### src/hdl/descriptor_nearest_match_core_defines.svh
// Assertion macros for the descriptor nearest-match core.
// Included by the top level; no other dependencies.
`ifndef DESCRIPTOR_NEAREST_MATCH_CORE_DEFINES_SVH
`define DESCRIPTOR_NEAREST_MATCH_CORE_DEFINES_SVH

// same-cycle implication
`define DNM_ASSERT_IMP(lbl, ck, rs, ante, cons) \
  lbl: assert property (@(posedge ck) disable iff (rs) (ante) |-> (cons)) \
    else $error("dnm check failed");

// next-cycle implication
`define DNM_ASSERT_NXT(lbl, ck, rs, ante, cons) \
  lbl: assert property (@(posedge ck) disable iff (rs) (ante) |=> (cons)) \
    else $error("dnm check failed");

`endif

### src/hdl/dnm_pkg.sv
// Shared constants, register indexes and controller/datapath structs
// for the descriptor nearest-match core. No dependencies.
package dnm_pkg;

  localparam int MAX_REFERENCES = 1024;
  localparam int MAX_DIM        = 64;
  localparam int STORE_DEPTH    = MAX_REFERENCES * MAX_DIM;
  localparam int STORE_AW       = $clog2(STORE_DEPTH);

  localparam int REF_IDX_W  = $clog2(MAX_REFERENCES);
  localparam int ELEM_IDX_W = $clog2(MAX_DIM);
  localparam int VALUE_W    = 16;
  localparam int LEN_W      = 7;
  localparam int COUNT_W    = 11;
  localparam int DIST_W     = 39;
  localparam int SQ_W       = 32;
  localparam int QIDX_W     = 16;

  localparam int CFG_ADDR_W = 2;
  localparam int CFG_DATA_W = 39;

  localparam int S_TDATA_W = 40;
  localparam int M_TDATA_W = 72;

  // register indexes
  localparam logic [CFG_ADDR_W-1:0] REG_DESCRIPTOR_LENGTH = 2'd0;
  localparam logic [CFG_ADDR_W-1:0] REG_REFERENCE_COUNT   = 2'd1;
  localparam logic [CFG_ADDR_W-1:0] REG_MATCH_THRESHOLD   = 2'd2;
  localparam logic [CFG_ADDR_W-1:0] REG_MISMATCH_DISTANCE = 2'd3;

  // register reset values
  localparam logic [LEN_W-1:0]   RST_DESCRIPTOR_LENGTH = 7'd64;
  localparam logic [COUNT_W-1:0] RST_REFERENCE_COUNT   = 11'd0;
  localparam logic [DIST_W-1:0]  RST_MATCH_THRESHOLD   = 39'd8697308;
  localparam logic [DIST_W-1:0]  RST_MISMATCH_DISTANCE = 39'd107374182400;

  // item kinds
  localparam logic CMD_LOAD  = 1'b0;
  localparam logic CMD_QUERY = 1'b1;

  // controller -> datapath
  typedef struct packed {
    logic                  accept;         // input transfer this cycle
    logic                  issue;          // read one element pair
    logic [REF_IDX_W-1:0]  ref_idx;
    logic [ELEM_IDX_W-1:0] elem_idx;
    logic                  first;
    logic                  last;
    logic                  publish;        // load search result into output
    logic                  publish_empty;  // load no-references result
  } dnm_cmd_t;

  // datapath -> controller
  typedef struct packed {
    logic                  out_free;
    logic                  trigger;        // current item completes a query
    logic                  count_zero;
    logic [ELEM_IDX_W-1:0] len_last;
    logic [REF_IDX_W-1:0]  count_last;
    logic                  pipe_empty;
  } dnm_status_t;

endpackage

### src/hdl/dnm_ctrl.sv
// Controller FSM: input acceptance and the reference/element scan.
// Depends on dnm_pkg.
module dnm_ctrl (
  input  logic                 clk,
  input  logic                 rst,
  input  logic                 in_valid,
  output logic                 in_ready,
  input  dnm_pkg::dnm_status_t stat,
  output dnm_pkg::dnm_cmd_t    cmd
);

  typedef enum logic [2:0] {
    ST_IDLE  = 3'b001,
    ST_SCAN  = 3'b010,
    ST_DRAIN = 3'b100
  } state_t;

  state_t                           state, state_next;
  logic [dnm_pkg::REF_IDX_W-1:0]    ref_cnt, ref_cnt_next;
  logic [dnm_pkg::ELEM_IDX_W-1:0]   elem_cnt, elem_cnt_next;
  logic                             accept;
  logic                             elem_last;

  assign in_ready  = (state == ST_IDLE) && stat.out_free;
  assign accept    = in_valid && in_ready;
  assign elem_last = (elem_cnt == stat.len_last);

  always_comb begin
    state_next    = state;
    ref_cnt_next  = ref_cnt;
    elem_cnt_next = elem_cnt;
    cmd           = '0;
    cmd.accept    = accept;
    cmd.ref_idx   = ref_cnt;
    cmd.elem_idx  = elem_cnt;
    cmd.first     = (elem_cnt == '0);
    cmd.last      = elem_last;
    case (state)
      ST_IDLE: begin
        if (accept && stat.trigger) begin
          if (stat.count_zero) begin
            cmd.publish_empty = 1'b1;
          end else begin
            state_next    = ST_SCAN;
            ref_cnt_next  = '0;
            elem_cnt_next = '0;
          end
        end
      end
      ST_SCAN: begin
        cmd.issue = 1'b1;
        if (elem_last) begin
          elem_cnt_next = '0;
          if (ref_cnt == stat.count_last) begin
            state_next = ST_DRAIN;
          end else begin
            ref_cnt_next = ref_cnt + 1'b1;
          end
        end else begin
          elem_cnt_next = elem_cnt + 1'b1;
        end
      end
      ST_DRAIN: begin
        if (stat.pipe_empty) begin
          cmd.publish = 1'b1;
          state_next  = ST_IDLE;
        end
      end
      default: begin
        state_next = ST_IDLE;
      end
    endcase
  end

  always_ff @(posedge clk) begin
    if (rst) begin
      state    <= ST_IDLE;
      ref_cnt  <= '0;
      elem_cnt <= '0;
    end else begin
      state    <= state_next;
      ref_cnt  <= ref_cnt_next;
      elem_cnt <= elem_cnt_next;
    end
  end

endmodule

### config.mk
export PLATFORM = sky130hd
export DESIGN_NAME = dnm_ctrl
export DESIGN_NICKNAME = d
export VERILOG_FILES = /design/src/hdl/descriptor_nearest_match_core_defines.svh /design/src/hdl/dnm_pkg.sv /design/src/hdl/dnm_ctrl.sv
export SDC_FILE = /design/constraint.sdc
export NUM_CORES = 1
export LEC_CHECK = 0
export ABC_AREA = 0
export BUFFER_PORTS_ARGS = -buffer_cell sky130_fd_sc_hd__buf_4
export CORE_ASPECT_RATIO = 1.5
export CORE_MARGIN = 4
export CORE_UTILIZATION = 52
export CTS_CLUSTER_SIZE = 20
export DETAILED_ROUTE_END_ITERATION = 7
export PLACE_DENSITY = 0.84
export SYNTH_ARGS = -nofsm -noshare
export SYNTH_HDL_FRONTEND = slang
export SYNTH_SLANG_ARGS = --single-unit
### constraint.sdc
create_clock -name clk -period 5.4 [get_ports clk]
set_clock_uncertainty 0.1 [all_clocks]
set_input_delay 1.08 -clock clk [delete_from_list [all_inputs] [get_ports clk]]
set_output_delay 1.08 -clock clk [all_outputs]
set_load 0.02 [all_outputs]
==> impl_metrics.json <==
{
  "synth.distinct_cells": 37,
  "drc": 0,
  "fillers": 189,
  "dieArea_um2": 3150,
  "synth_area_per_cell_um2": 8.15,
  "cts_setup_buffers": 0,
  "syn_nets": 173,
  "mostFrequentLayoutCells": "45 x buf_4, 19 x dfxtp_1, 15 x nor2_1",
  "dp_slack_ns": 2.23,
  "hp-start": "ref_cnt[9]",
  "design_area_um2": 1540,
  "hold_viol_final": 0,
  "drt_iter0_drc": 19,
  "path_cells": "buf_4, xor2_1, nor4_2, and2_2, buf_4",
  "cp-start-kind": "input port",
  "synth_seq_cells": 19,
  "worstSetupEndpointType": "output pin",
  "place_area_um2": 1520,
  "ant_nets": 0,
  "critPathKind": "input port to output pin",
  "vias": 1175,
  "fin_cells": 212,
  "fin_tns_setup_ns": 0,
  "synth_area_um2": 1200,
  "gr-total-overflow": 0,
  "timing.fmax_mhz": 315,
  "grt_pass1_wl_um": 4460,
  "crit_family": "simple AND/OR/NAND/NOR gates",
  "cp.required_ns": 4.22,
  "final_nets": 216,
  "maxSlewViolCount": 0,
  "cts-hold-fix-buffers": 0,
  "wirelength_um": 2820,
  "rsz0062_at_grt": "false",
  "crit_top_cell": "buf_4",
  "worstMarginPinSlew_ns": 0.996,
  "power_density_nw_per_um2": 160,
  "start_util_pct": 54.3,
  "io_pins": 46,
  "synth_ff_type": "dfxtp_1",
  "dp_hpwl_um": 2340,
  "final.setup.worst_slack_ns": 2.23,
  "numPortBuffers": 45,
  "gr-usage-all-layers_pct": 19.1,
  "gp_congestion": 0.837,
  "ys_warn_count": 0,
  "dr.pass1.iters": 4,
  "cts.sinks": 19,
  "dp_cells": 208,
  "cts_tree": "built",
  "setup_viol": 0,
  "r2r-start": "elem_cnt[2]",
  "period_share_pct": 58.7,
  "cts_root_buf": "clkbuf_4",
  "drive_gt1_share_pct": 28.0,
  "dieHeight_um": 66.8,
  "reg2regPathDepth": 6,
  "drt-vias-per-instance": 5.54,
  "fin_crit_ns": 3.17,
  "syn_inst": 147,
  "peakVddDrop_v": 0.000123,
  "maxCapViolations": 0,
  "antenna_found_initial": 0,
  "holdPathStages": 2,
  "seq_area_frac_synth_pct": 31.8,
  "rr_endpoint": "ref_cnt[9]",
  "cts_buffers": 3,
  "synth_top_cell_by_area": "dfxtp_1",
  "synth-edff-count": 0,
  "path_clk_slew_ns": 0.11,
  "holdPathEnd": "ref_cnt[9]",
  "final_common_cell": "buf_4",
  "crit_arrival_ns": 1.99,
  "r2r_slack_ns": 2.97,
  "crit_fanout": 3,
  "slowest_delay_ns": 0.29,
  "ys_top_cells_by_area": "dfxtp_1 32%, xnor2_1 9.5%, xor2_1 6.6%",
  "cp_slowest_cell": "nor4_2",
  "die_w_um": 47.2,
  "hold_ws_ns": 0.438,
  "hp-class": "flip-flop to flip-flop",
  "first_global_vias": 1123,
  "grt_max_degree": 15,
  "core_um2": 2210,
  "async_reset_ff_share_pct": 0,
  "cts_resized": 0,
  "synth_top_area_share_pct": 31.8,
  "crit_buf_inv": 2,
  "status": "finished clean",
  "cts-htree-levels": 1,
  "wl_per_cell_um": 13.3,
  "clockBufferDepth": 2,
  "p_leak_nw": 0.625,
  "antenna_cells": 0,
  "relSlewSlack_pct": 33.0,
  "insertion_delay_ns": 0.29,
  "syn_to_final_growth_pct": 28.9,
  "row_count": 21
}
worst min-delay path, stage by stage (launching register included):
cell and delay (ns):
dfxtp_1 0.36, o31ai_1 0.08, a21oi_1 0.06
per-layer routing:
layer / routed length (um) / track usage (%)
met1: 1140 / 19.8
met2: 1510 / 35.2
met3: 158 / 3.51
met4: 19 / 7.96
met5: 0 / 0
registers in the layout (all words and copies together), names as in the netlist:
name	count
state	3
elem_cnt	6
ref_cnt	10
layout make-up:
cell class                      count  area, um^2  area share, %
Multi-Input combinational cell    118         759           49.2
Sequential cell                    19         380           24.6
Timing Repair Buffer               45         338           21.9
Tap cell                           23        28.8           1.86
Inverter                            3        11.3          0.729
Clock buffer                        4        26.3           1.70
synthesized netlist by cell type, drive strengths merged, types with 5 or more instances:
cell type and n:
a21oi 10, dfxtp 19, nand2 9, nand4 6, nor2 15, nor3 5
nor4 6, o21ai 5, or3 5, xnor2 13, xor2 9
report_power, final:
group	total (W)	internal, W	switching [W]
Sequential	0.000142	0.000141	0.00000104
Clock	0.0000709	0.0000287	0.0000423
Combinational	0.0000343	0.0000190	0.0000153
Total	0.000247	0.000188	0.0000586
cell families (layout without fill, tap and decap cells):
| group | Yosys count | in the layout | synth area share (%) |
|---|---|---|---|
| compound gates | 24 | 24 | 12.6 |
| xor+xnor | 22 | 22 | 16.1 |
| fa+ha+maj | 3 | 3 | 3.14 |
| buf+inv | 10 | 52 | 4.81 |
| flops | 19 | 19 | 31.8 |
| simple gates | 69 | 69 | 31.6 |
worst max path at each step:
stage | depth (start not counted) | start | slack (ns) | to
final | 5 | stat[13] | 2.23 | cmd[2]
after global routing | 5 | stat[13] | 2.17 | cmd[2]
after CTS | 5 | stat[13] | 2.23 | cmd[2]
after detailed placement | 5 | stat[13] | 2.23 | cmd[2]
after global placement | 5 | stat[13] | 2.24 | cmd[2]
after floorplan | 4 | stat[13] | 2.41 | cmd[2]
stage by stage:
step / utilization (%) / total power [W]
after floorplan: - / 0.000161
after global placement: 68.8 / 0.000179
after global routing: 70.0 / 0.000259
final: 70.0 / 0.000247
after CTS: 70.0 / 0.000250
after detailed placement: 68.8 / 0.000180
Note: power is estimated with default switching activity, not from simulation.
